## src/design/sliding_time_window_event_buffer_assert.svh

```systemverilog
// Assertion helpers used by the buffer's walk module. Each use expects i_clk and
// i_rst_n to be visible in the module that expands it.
`ifndef SLIDING_TIME_WINDOW_EVENT_BUFFER_ASSERT_SVH
`define SLIDING_TIME_WINDOW_EVENT_BUFFER_ASSERT_SVH

// A condition that must hold at every clock edge outside reset.
`define STWEB_ASSERT_ALWAYS(label, cond, msg) \
    label: assert property (@(posedge i_clk) disable iff (!i_rst_n) (cond)) else $error(msg);

// A condition that must hold in the same cycle as its trigger.
`define STWEB_ASSERT_IMPLY(label, ante, cons, msg) \
    label: assert property (@(posedge i_clk) disable iff (!i_rst_n) (ante) |-> (cons)) \
        else $error(msg);

// A condition that must hold in the cycle after its trigger.
`define STWEB_ASSERT_NEXT(label, ante, cons, msg) \
    label: assert property (@(posedge i_clk) disable iff (!i_rst_n) (ante) |=> (cons)) \
        else $error(msg);

`endif

```

## src/design/stweb_pkg.sv

```systemverilog
package stweb_pkg;

    // Number of event slots in the ring. The result fields are sized for 16.
    localparam int CAPACITY = 16;

    // Operation codes on the mode input. Code 3 is unused.
    localparam logic [1:0] MODE_ADD    = 2'd0;
    localparam logic [1:0] MODE_EXPIRE = 2'd1;
    localparam logic [1:0] MODE_QUERY  = 2'd2;

    // Result kinds.
    localparam logic [1:0] KIND_ADD_DONE    = 2'd0;
    localparam logic [1:0] KIND_EXPIRE_DONE = 2'd1;
    localparam logic [1:0] KIND_QUERY_MATCH = 2'd2;
    localparam logic [1:0] KIND_QUERY_DONE  = 2'd3;

    // Configuration register map: the index is byte address bit 2.
    localparam int         PADDR_W         = 3;
    localparam logic       REG_WINDOW_SPAN = 1'b0;
    localparam logic [31:0] WINDOW_SPAN_RESET = 32'd60;

    typedef struct packed {
        logic [31:0] ev_time;
        logic [31:0] ev_type;
        logic [7:0]  ev_ifid;
        logic [31:0] ev_tag;
    } t_entry;

    typedef struct packed {
        logic [1:0]  kind;
        logic [4:0]  number;
        logic        dropped_oldest;
        logic [3:0]  slot;
        logic [31:0] match_time;
        logic [31:0] match_type;
        logic [7:0]  match_interface_id;
        logic [31:0] match_tag;
        logic [4:0]  occupancy;
        logic        last;
    } t_result;

endpackage

```

## src/design/sliding_time_window_event_buffer.sv

```systemverilog
// Sliding time-window event buffer: a ring of 16 event slots kept in
// arrival order in one memory with a registered read port. An add writes the
// tail and its result appears on the next cycle; when the ring is full the
// oldest entry is overwritten and dropped_oldest is set. An expire checks the
// head entry once per cycle, and an entry expires only while it is strictly
// older than time_value - window_span. A query reads one entry per cycle from
// the oldest on while no match waits on a stalled output; each match, up to
// max_found, is one result and a final query done result carries the count.
// The single memory read per cycle sets the walk rate. An unused mode code is
// taken and ignored. window_span is register 0 at byte address 0 of the APB
// port and may be changed only while the block is idle.
module sliding_time_window_event_buffer (
    input  logic        i_clk,
    input  logic        i_rst_n,

    input  logic        psel,
    input  logic        penable,
    input  logic        pwrite,
    input  logic [stweb_pkg::PADDR_W-1:0] paddr,
    input  logic [31:0] pwdata,
    output logic [31:0] prdata,
    output logic        pready,

    input  logic        i_in_valid,
    output logic        o_in_ready,
    input  logic [1:0]  i_mode,
    input  logic [31:0] i_time_value,
    input  logic [31:0] i_evt_type,
    input  logic [7:0]  i_interface_id,
    input  logic        i_match_interface,
    input  logic [31:0] i_event_tag,
    input  logic [4:0]  i_max_found,

    output logic        o_out_valid,
    input  logic        i_out_ready,
    output logic [1:0]  o_kind,
    output logic [4:0]  o_number,
    output logic        o_dropped_oldest,
    output logic [3:0]  o_slot,
    output logic [31:0] o_match_time,
    output logic [31:0] o_match_type,
    output logic [7:0]  o_match_interface_id,
    output logic [31:0] o_match_tag,
    output logic [4:0]  o_occupancy,
    output logic        o_last
);

    localparam int AW = $clog2(stweb_pkg::CAPACITY);

    logic [31:0]        r_window_span;
    logic               w_span_sel;

    logic               w_mem_we;
    logic [AW-1:0]      w_mem_waddr;
    stweb_pkg::t_entry  w_mem_wdata;
    logic               w_mem_re;
    logic [AW-1:0]      w_mem_raddr;
    stweb_pkg::t_entry  w_mem_rdata;
    stweb_pkg::t_result w_result;

    assign pready     = 1'b1;
    assign w_span_sel = (paddr[2] == stweb_pkg::REG_WINDOW_SPAN);
    assign prdata     = w_span_sel ? r_window_span : '0;

    always_ff @(posedge i_clk) begin
        if (!i_rst_n) begin
            r_window_span <= stweb_pkg::WINDOW_SPAN_RESET;
        end else if (psel && penable && pwrite && w_span_sel) begin
            r_window_span <= pwdata;
        end
    end

    stweb_mem #(
        .DEPTH (stweb_pkg::CAPACITY),
        .AW    (AW)
    ) u_mem (
        .i_clk   (i_clk),
        .i_we    (w_mem_we),
        .i_waddr (w_mem_waddr),
        .i_wdata (w_mem_wdata),
        .i_re    (w_mem_re),
        .i_raddr (w_mem_raddr),
        .o_rdata (w_mem_rdata)
    );

    stweb_walk u_walk (
        .i_clk             (i_clk),
        .i_rst_n           (i_rst_n),
        .i_window_span     (r_window_span),
        .i_in_valid        (i_in_valid),
        .o_in_ready        (o_in_ready),
        .i_mode            (i_mode),
        .i_time_value      (i_time_value),
        .i_evt_type        (i_evt_type),
        .i_interface_id    (i_interface_id),
        .i_match_interface (i_match_interface),
        .i_event_tag       (i_event_tag),
        .i_max_found       (i_max_found),
        .o_out_valid       (o_out_valid),
        .i_out_ready       (i_out_ready),
        .o_result          (w_result),
        .o_mem_we          (w_mem_we),
        .o_mem_waddr       (w_mem_waddr),
        .o_mem_wdata       (w_mem_wdata),
        .o_mem_re          (w_mem_re),
        .o_mem_raddr       (w_mem_raddr),
        .i_mem_rdata       (w_mem_rdata)
    );

    assign o_kind               = w_result.kind;
    assign o_number             = w_result.number;
    assign o_dropped_oldest     = w_result.dropped_oldest;
    assign o_slot               = w_result.slot;
    assign o_match_time         = w_result.match_time;
    assign o_match_type         = w_result.match_type;
    assign o_match_interface_id = w_result.match_interface_id;
    assign o_match_tag          = w_result.match_tag;
    assign o_occupancy          = w_result.occupancy;
    assign o_last               = w_result.last;

endmodule

```

## src/design/stweb_mem.sv

```systemverilog
module stweb_mem #(
    parameter int DEPTH = 16,
    parameter int AW    = 4
) (
    input  logic                i_clk,
    input  logic                i_we,
    input  logic [AW-1:0]       i_waddr,
    input  stweb_pkg::t_entry   i_wdata,
    input  logic                i_re,
    input  logic [AW-1:0]       i_raddr,
    output stweb_pkg::t_entry   o_rdata
);

    stweb_pkg::t_entry r_mem [DEPTH];
    stweb_pkg::t_entry r_rdata;

    // The read register only loads on a read, so a stalled walk keeps its entry.
    always_ff @(posedge i_clk) begin
        if (i_we) begin
            r_mem[i_waddr] <= i_wdata;
        end
        if (i_re) begin
            r_rdata <= r_mem[i_raddr];
        end
    end

    assign o_rdata = r_rdata;

endmodule

```

## src/design/stweb_walk.sv

```systemverilog
`include "sliding_time_window_event_buffer_assert.svh"

module stweb_walk (
    input  logic                  i_clk,
    input  logic                  i_rst_n,
    input  logic [31:0]           i_window_span,

    input  logic                  i_in_valid,
    output logic                  o_in_ready,
    input  logic [1:0]            i_mode,
    input  logic [31:0]           i_time_value,
    input  logic [31:0]           i_evt_type,
    input  logic [7:0]            i_interface_id,
    input  logic                  i_match_interface,
    input  logic [31:0]           i_event_tag,
    input  logic [4:0]            i_max_found,

    output logic                  o_out_valid,
    input  logic                  i_out_ready,
    output stweb_pkg::t_result    o_result,

    output logic                  o_mem_we,
    output logic [$clog2(stweb_pkg::CAPACITY)-1:0] o_mem_waddr,
    output stweb_pkg::t_entry     o_mem_wdata,
    output logic                  o_mem_re,
    output logic [$clog2(stweb_pkg::CAPACITY)-1:0] o_mem_raddr,
    input  stweb_pkg::t_entry     i_mem_rdata
);

    localparam int CAPACITY = stweb_pkg::CAPACITY;
    localparam int AW = $clog2(CAPACITY);
    localparam int CW = $clog2(CAPACITY + 1);
    localparam int FW = (CW > 5) ? CW : 5;
    localparam logic [AW-1:0] LAST_IDX = AW'(CAPACITY - 1);
    localparam logic [CW-1:0] FULL     = CW'(CAPACITY);

    typedef enum logic [2:0] {
        S_IDLE,
        S_EXPIRE,
        S_EXP_DONE,
        S_QUERY,
        S_Q_DONE
    } t_state;

    t_state             r_state, n_state;
    logic [AW-1:0]      r_head, n_head;
    logic [AW-1:0]      r_tail, n_tail;
    logic [CW-1:0]      r_count, n_count;
    logic [AW-1:0]      r_addr, n_addr;
    logic [CW-1:0]      r_issued, n_issued;
    logic [CW-1:0]      r_found, n_found;
    logic [CW-1:0]      r_expired, n_expired;
    logic [31:0]        r_time, n_time;
    logic [31:0]        r_type, n_type;
    logic [7:0]         r_ifid, n_ifid;
    logic               r_use_if, n_use_if;
    logic [4:0]         r_maxf, n_maxf;
    logic               r_out_valid, n_out_valid;
    stweb_pkg::t_result r_out, n_out;

    logic w_out_free;
    logic w_in_acc;
    logic w_old;
    logic w_match;
    logic w_reach_max;

    function automatic logic [AW-1:0] f_next(input logic [AW-1:0] idx);
        f_next = (idx == LAST_IDX) ? '0 : idx + AW'(1);
    endfunction

    assign w_out_free = !r_out_valid || i_out_ready;
    assign o_in_ready = (r_state == S_IDLE) && w_out_free;
    assign w_in_acc   = i_in_valid && o_in_ready;

    // Strictly older than the signed cutoff time - span, compared without a sign.
    assign w_old = (33'(i_mem_rdata.ev_time) + 33'(i_window_span)) < 33'(r_time);

    assign w_match = ((r_type == '0) || (i_mem_rdata.ev_type == r_type)) &&
                     (!r_use_if || (i_mem_rdata.ev_ifid == r_ifid));
    assign w_reach_max = (FW'(r_found) + FW'(w_match)) >= FW'(r_maxf);

    always_comb begin
        n_state     = r_state;
        n_head      = r_head;
        n_tail      = r_tail;
        n_count     = r_count;
        n_addr      = r_addr;
        n_issued    = r_issued;
        n_found     = r_found;
        n_expired   = r_expired;
        n_time      = r_time;
        n_type      = r_type;
        n_ifid      = r_ifid;
        n_use_if    = r_use_if;
        n_maxf      = r_maxf;
        n_out_valid = r_out_valid && !i_out_ready;
        n_out       = r_out;

        o_mem_we    = 1'b0;
        o_mem_waddr = r_tail;
        o_mem_wdata = '{ev_time: i_time_value, ev_type: i_evt_type,
                        ev_ifid: i_interface_id, ev_tag: i_event_tag};
        o_mem_re    = 1'b0;
        o_mem_raddr = r_head;

        unique case (r_state)
            S_IDLE: begin
                if (w_in_acc) begin
                    n_time    = i_time_value;
                    n_type    = i_evt_type;
                    n_ifid    = i_interface_id;
                    n_use_if  = i_match_interface;
                    n_maxf    = i_max_found;
                    n_found   = '0;
                    n_expired = '0;
                    n_issued  = '0;
                    unique case (i_mode)
                        stweb_pkg::MODE_ADD: begin
                            o_mem_we    = 1'b1;
                            n_tail      = f_next(r_tail);
                            n_out_valid = 1'b1;
                            n_out       = '0;
                            n_out.kind  = stweb_pkg::KIND_ADD_DONE;
                            n_out.last  = 1'b1;
                            // A full ring overwrites its oldest entry at the tail.
                            if (r_count == FULL) begin
                                n_head               = f_next(r_head);
                                n_out.dropped_oldest = 1'b1;
                                n_out.occupancy      = 5'(r_count);
                            end else begin
                                n_count         = r_count + CW'(1);
                                n_out.occupancy = 5'(r_count + CW'(1));
                            end
                        end
                        stweb_pkg::MODE_EXPIRE: begin
                            if (r_count == '0) begin
                                n_out_valid     = 1'b1;
                                n_out           = '0;
                                n_out.kind      = stweb_pkg::KIND_EXPIRE_DONE;
                                n_out.occupancy = 5'(r_count);
                                n_out.last      = 1'b1;
                            end else begin
                                o_mem_re = 1'b1;
                                n_state  = S_EXPIRE;
                            end
                        end
                        stweb_pkg::MODE_QUERY: begin
                            if ((r_count != '0) && (i_max_found != '0)) begin
                                o_mem_re = 1'b1;
                                n_addr   = r_head;
                                n_issued = CW'(1);
                                n_state  = S_QUERY;
                            end else begin
                                n_state = S_Q_DONE;
                            end
                        end
                        default: begin
                        end
                    endcase
                end
            end
            S_EXPIRE: begin
                if (w_old) begin
                    n_head    = f_next(r_head);
                    n_count   = r_count - CW'(1);
                    n_expired = r_expired + CW'(1);
                    // Fetch the new head now so the next check runs next cycle.
                    if (r_count != CW'(1)) begin
                        o_mem_re    = 1'b1;
                        o_mem_raddr = f_next(r_head);
                    end else begin
                        n_state = S_EXP_DONE;
                    end
                end else begin
                    n_state = S_EXP_DONE;
                end
            end
            S_EXP_DONE: begin
                if (w_out_free) begin
                    n_out_valid     = 1'b1;
                    n_out           = '0;
                    n_out.kind      = stweb_pkg::KIND_EXPIRE_DONE;
                    n_out.number    = 5'(r_expired);
                    n_out.occupancy = 5'(r_count);
                    n_out.last      = 1'b1;
                    n_state         = S_IDLE;
                end
            end
            S_QUERY: begin
                // A match waits for the output register; the read data holds meanwhile.
                if (!w_match || w_out_free) begin
                    if (w_match) begin
                        n_out_valid              = 1'b1;
                        n_out                    = '0;
                        n_out.kind               = stweb_pkg::KIND_QUERY_MATCH;
                        n_out.slot               = 4'(r_addr);
                        n_out.match_time         = i_mem_rdata.ev_time;
                        n_out.match_type         = i_mem_rdata.ev_type;
                        n_out.match_interface_id = i_mem_rdata.ev_ifid;
                        n_out.match_tag          = i_mem_rdata.ev_tag;
                        n_out.occupancy          = 5'(r_count);
                        n_found                  = r_found + CW'(1);
                    end
                    if ((r_issued < r_count) && !w_reach_max) begin
                        o_mem_re    = 1'b1;
                        o_mem_raddr = f_next(r_addr);
                        n_addr      = f_next(r_addr);
                        n_issued    = r_issued + CW'(1);
                    end else begin
                        n_state = S_Q_DONE;
                    end
                end
            end
            S_Q_DONE: begin
                if (w_out_free) begin
                    n_out_valid     = 1'b1;
                    n_out           = '0;
                    n_out.kind      = stweb_pkg::KIND_QUERY_DONE;
                    n_out.number    = 5'(r_found);
                    n_out.occupancy = 5'(r_count);
                    n_out.last      = 1'b1;
                    n_state         = S_IDLE;
                end
            end
            default: begin
                n_state = S_IDLE;
            end
        endcase
    end

    always_ff @(posedge i_clk) begin
        if (!i_rst_n) begin
            r_state     <= S_IDLE;
            r_head      <= '0;
            r_tail      <= '0;
            r_count     <= '0;
            r_issued    <= '0;
            r_found     <= '0;
            r_expired   <= '0;
            r_out_valid <= 1'b0;
        end else begin
            r_state     <= n_state;
            r_head      <= n_head;
            r_tail      <= n_tail;
            r_count     <= n_count;
            r_issued    <= n_issued;
            r_found     <= n_found;
            r_expired   <= n_expired;
            r_out_valid <= n_out_valid;
        end
        r_addr   <= n_addr;
        r_time   <= n_time;
        r_type   <= n_type;
        r_ifid   <= n_ifid;
        r_use_if <= n_use_if;
        r_maxf   <= n_maxf;
        r_out    <= n_out;
    end

    assign o_out_valid = r_out_valid;
    assign o_result    = r_out;

    `STWEB_ASSERT_ALWAYS(a_count_bound, r_count <= FULL, "held count above capacity")
    `STWEB_ASSERT_ALWAYS(a_tail_tracks_head,
        r_tail == AW'((32'(r_head) + 32'(r_count)) % CAPACITY), "tail out of step with head")
    `STWEB_ASSERT_IMPLY(a_no_rw_overlap, o_mem_we, !o_mem_re && (r_state == S_IDLE),
        "memory write during a walk")
    `STWEB_ASSERT_IMPLY(a_found_bound, r_state == S_Q_DONE, FW'(r_found) <= FW'(r_maxf),
        "query reported more matches than allowed")
    `STWEB_ASSERT_NEXT(a_exp_done_emits, (r_state == S_EXP_DONE) && w_out_free,
        r_out_valid && r_out.last && (r_out.kind == stweb_pkg::KIND_EXPIRE_DONE),
        "expire done result missing")

endmodule
```

## config.mk

```make
export PLATFORM = sky130hd
export DESIGN_NAME = sliding_time_window_event_buffer
export DESIGN_NICKNAME = d
export VERILOG_FILES = /design/src/design/stweb_pkg.sv /design/src/design/sliding_time_window_event_buffer.sv /design/src/design/stweb_mem.sv /design/src/design/stweb_walk.sv
export VERILOG_INCLUDE_DIRS = /design/src /design/src/design
export SDC_FILE = /design/constraint.sdc
export NUM_CORES = 2
export LEC_CHECK = 0
export ABC_AREA = 0
export BUFFER_PORTS_ARGS = -buffer_cell sky130_fd_sc_hd__buf_4
export CAP_MARGIN = 0
export CORE_MARGIN = 1
export CORE_UTILIZATION = 56
export DETAILED_ROUTE_END_ITERATION = 7
export GPL_ROUTABILITY_DRIVEN = 0
export PLACE_DENSITY = 0.81
export SLEW_MARGIN = 0
export SYNTH_ARGS = -nofsm -noshare
export SYNTH_HDL_FRONTEND = slang
export SYNTH_HIERARCHICAL = 1
export SYNTH_SLANG_ARGS = --single-unit
```

## constraint.sdc

```tcl
create_clock -name i_clk -period 13.8 [get_ports i_clk]
set_input_delay 2.76 -clock i_clk [delete_from_list [all_inputs] [get_ports i_clk]]
set_output_delay 2.76 -clock i_clk [all_outputs]
set_load 0.01 [all_outputs]
```

==> run metrics <==
run status completed; Worst setup SP type flop; clock buffer depth 3; syn avg cell area between 15 and 20 sq um; prevailing post-synth register cell edfxtp_1; initial antenna violation count 19; crit path max fanout 56; FFs w/ async S/R, synth 0%; clock latency on the worst-skew pair slightly above 0.8 ns; IO buf count 307; Final setup viols 0; Mapped Cells between 4000 and 5000; drt wl/cell 31.0 um; RSZ-0062 raised after global routing no; # DRC 0; Core Footprint 142000 sq um; commonest cells in the netlist edfxtp_1 (1972), mux4_2 (416), nand2_1 (226); Synth Register Bits around 2000; CTS Root Cell clkbuf_16; 1st-pass router iterations 8; Int Power 0.0124 W; FILL cells 9025; Ports a little over 300; final wirelength between 150 and 200 mm; synth unique cells 80; Fin Setup TNS 0 ns; Worst-Margin Slew 1.35 ns; CP max-delay cell buf_4; CP Cell Sequence ha_1, and2_1, a311o_1, a221oi_2, a21oi_2, or2_1, o31ai_1, nand2_1, xnor2_1, ha_1, a21oi_1, o21ai_0, nor4_1, a31o_2, nand4_1, o311ai_1, nor2b_4, buf_4, buf_4, a22oi_1, nand2_1; Post-Syn Nets 4294; ANT nets after route 0; Rel. slew slack 9.72%; Sequential Power Share 44.0%; Initial Utilization 56.6%; vias in the first global route 42300; Post-synth EDFFs approximately 2000; Logic pwr share 27.5%; synth warn 6; placed cell count 6013; register area share after synthesis between 70 and 80%; Vias/cell 6.60; CTS resizes 0; crit path kind reg -> reg; Max Fclk 116 MHz; H-tree depth 4; MaxCap Viol Count 0; vias 42000; DIE AREA 145000 sq um; Die X about 380 um; first-pass GRT wire length 285 mm; Switching Power around 0.0053 W; final layout net count about 4600; CTS sink cnt around 2000; slowest stage delay, CP 0.96 ns; Req. time, crit path ~14 ns; Top delay family on crit path compound AO/OA/AOI/OAI gates; Syn-to-layout area delta 11.9%; Global Route Usage Sum 27.2%; R2R setup slack 5.16 ns; CTS tree yes; WP buf/inv 2; setup bufs post-CTS 0; Reg clk slew, reported paths around 0.060 ns; final hold viol count 0; Tot Pwr between 0.015 and 0.02 W; Area contributors post-synth edfxtp_1 (74%), mux4_2 (12%), a22oi_1 (2.0%), dfxtp_1 (1.6%), ha_1 (1.3%); area leader, netlist edfxtp_1; fraction of layout cells with a size suffix above 1 24.7%; Slew Viols, Final 0; crit path DAT 9.31 ns; clock power share between 20% and 30%; peak supply drop 219 uV; Pleak 29.5 nW; CTS Buf Count 190; site row count between 100 and 150; Mapped Area 80200 sq um; CP endpoint kind flop; largest net degree at the start of global routing 162; final cell count without fillers 6372; worst hold path type reg -> reg; fin crit share between 60% and 70%; initial DRC count between 5000 and 6000; Final Critical Period 8.64 ns; Hold-fix buffers, CTS 0; DP HPWL slightly above 100 mm; top-count cell post-synth edfxtp_1; Worst Skew 0.0444 ns; post-synth top area share roughly three quarters; pwr/cell area 197 nW/um^2; switch share 30.2%; die height around 380 um; grt total ovfl 0
==> cell families (layout without fill, tap and decap cells) <==
family          after synthesis  count (layout)  share of synthesized area [%]
compound gates              428             428                           3.85
other cells                   1               9                        0.00468
fa+ha+maj                    87              87                           1.37
xor+xnor                     74              74                          0.808
mux                         456             456                           12.2
buf+inv                     370             791                           2.59
simple gates                601             601                           3.75
flops                      2036            2036                           75.4
==> flip-flops by register name (all words and copies together) (netlist names), 8 cells and up <==
register         cells
u_walk/r_time       32
r_window_span       32
u_mem/o_rdata      104
u_walk/o_result    122
u_mem/r_mem       1664
u_walk/r_type       32
u_walk/r_ifid        8
==> routing by layer <==
layer  part of all wire [%]  vias to the layer above  GRT usage, %
met5                  0.041                        -             0
met4                    3.3                       12          9.51
met3                     11                      439          5.71
met2                     50                     2878          44.3
met1                     36                    21700          36.6
li1                       -                    17000             -
==> worst paths after layout <==
check / startpoint / endpoint / cells past startpoint
hold reg to reg: r_window_span[6] / r_window_span[6] / 2
setup / recovery: u_mem/o_rdata[83] / u_mem/o_rdata[73] / 21
hold / removal: r_window_span[6] / r_window_span[6] / 2
setup reg to reg: u_mem/o_rdata[83] / u_mem/o_rdata[73] / 21
==> per-stage QoR <==
step	setup slack (ns)	util, %	hold WS, ns	instance area [sq um]
3_3_place_gp	5.41	59.1	0.463	83800
4_1_cts	5.22	63.3	0.478	89700
6_report	5.16	63.3	0.477	89700
2_1_floorplan	0.865	-	0.447	80200
3_5_place_dp	5.34	59.1	0.469	83800
5_1_grt	4.73	63.3	0.508	89700
==> cells in the final DEF (no fill, tap or decap), types with 59 or more instances in the layout <==
master / instances
mux4_2: 416
a21oi_1: 59
and3_1: 120
edfxtp_1: 1972
dfxtp_1: 63
buf_4: 373
nand2_1: 226
a22oi_1: 214
ha_1: 86
inv_1: 60
clkbuf_16: 193
nor2_1: 61
==> power groups by stage <==
stage	clock, W	combinational, W	sequential (W)
2_1_floorplan	0	0.00348	0.00785
3_3_place_gp	0	0.00469	0.00788
3_5_place_dp	0	0.00479	0.00789
4_1_cts	0.00510	0.00489	0.00778
5_1_grt	0.00532	0.00519	0.00781
6_report	0.00504	0.00487	0.00779
==> tightest hold or removal path, cell delays in order (launching register included) <==
cell and delay, ns:
dfxtp_1 0.32, nand2_1 0.06, mux2i_1 0.05
==> layout make-up <==
cell class	count	area [sq um]	share of cell area [%]
timing repair buffer	376	2860	3.19
antenna	8	20.0	0.0223
tap	1890	2360	2.64
sequential	2036	60500	67.4
inverter	64	243	0.271
clock inverter	120	958	1.07
multi-input combinational	1647	17800	19.8
clock buffer	231	4970	5.54
Power figures use the tool's default switching activity.
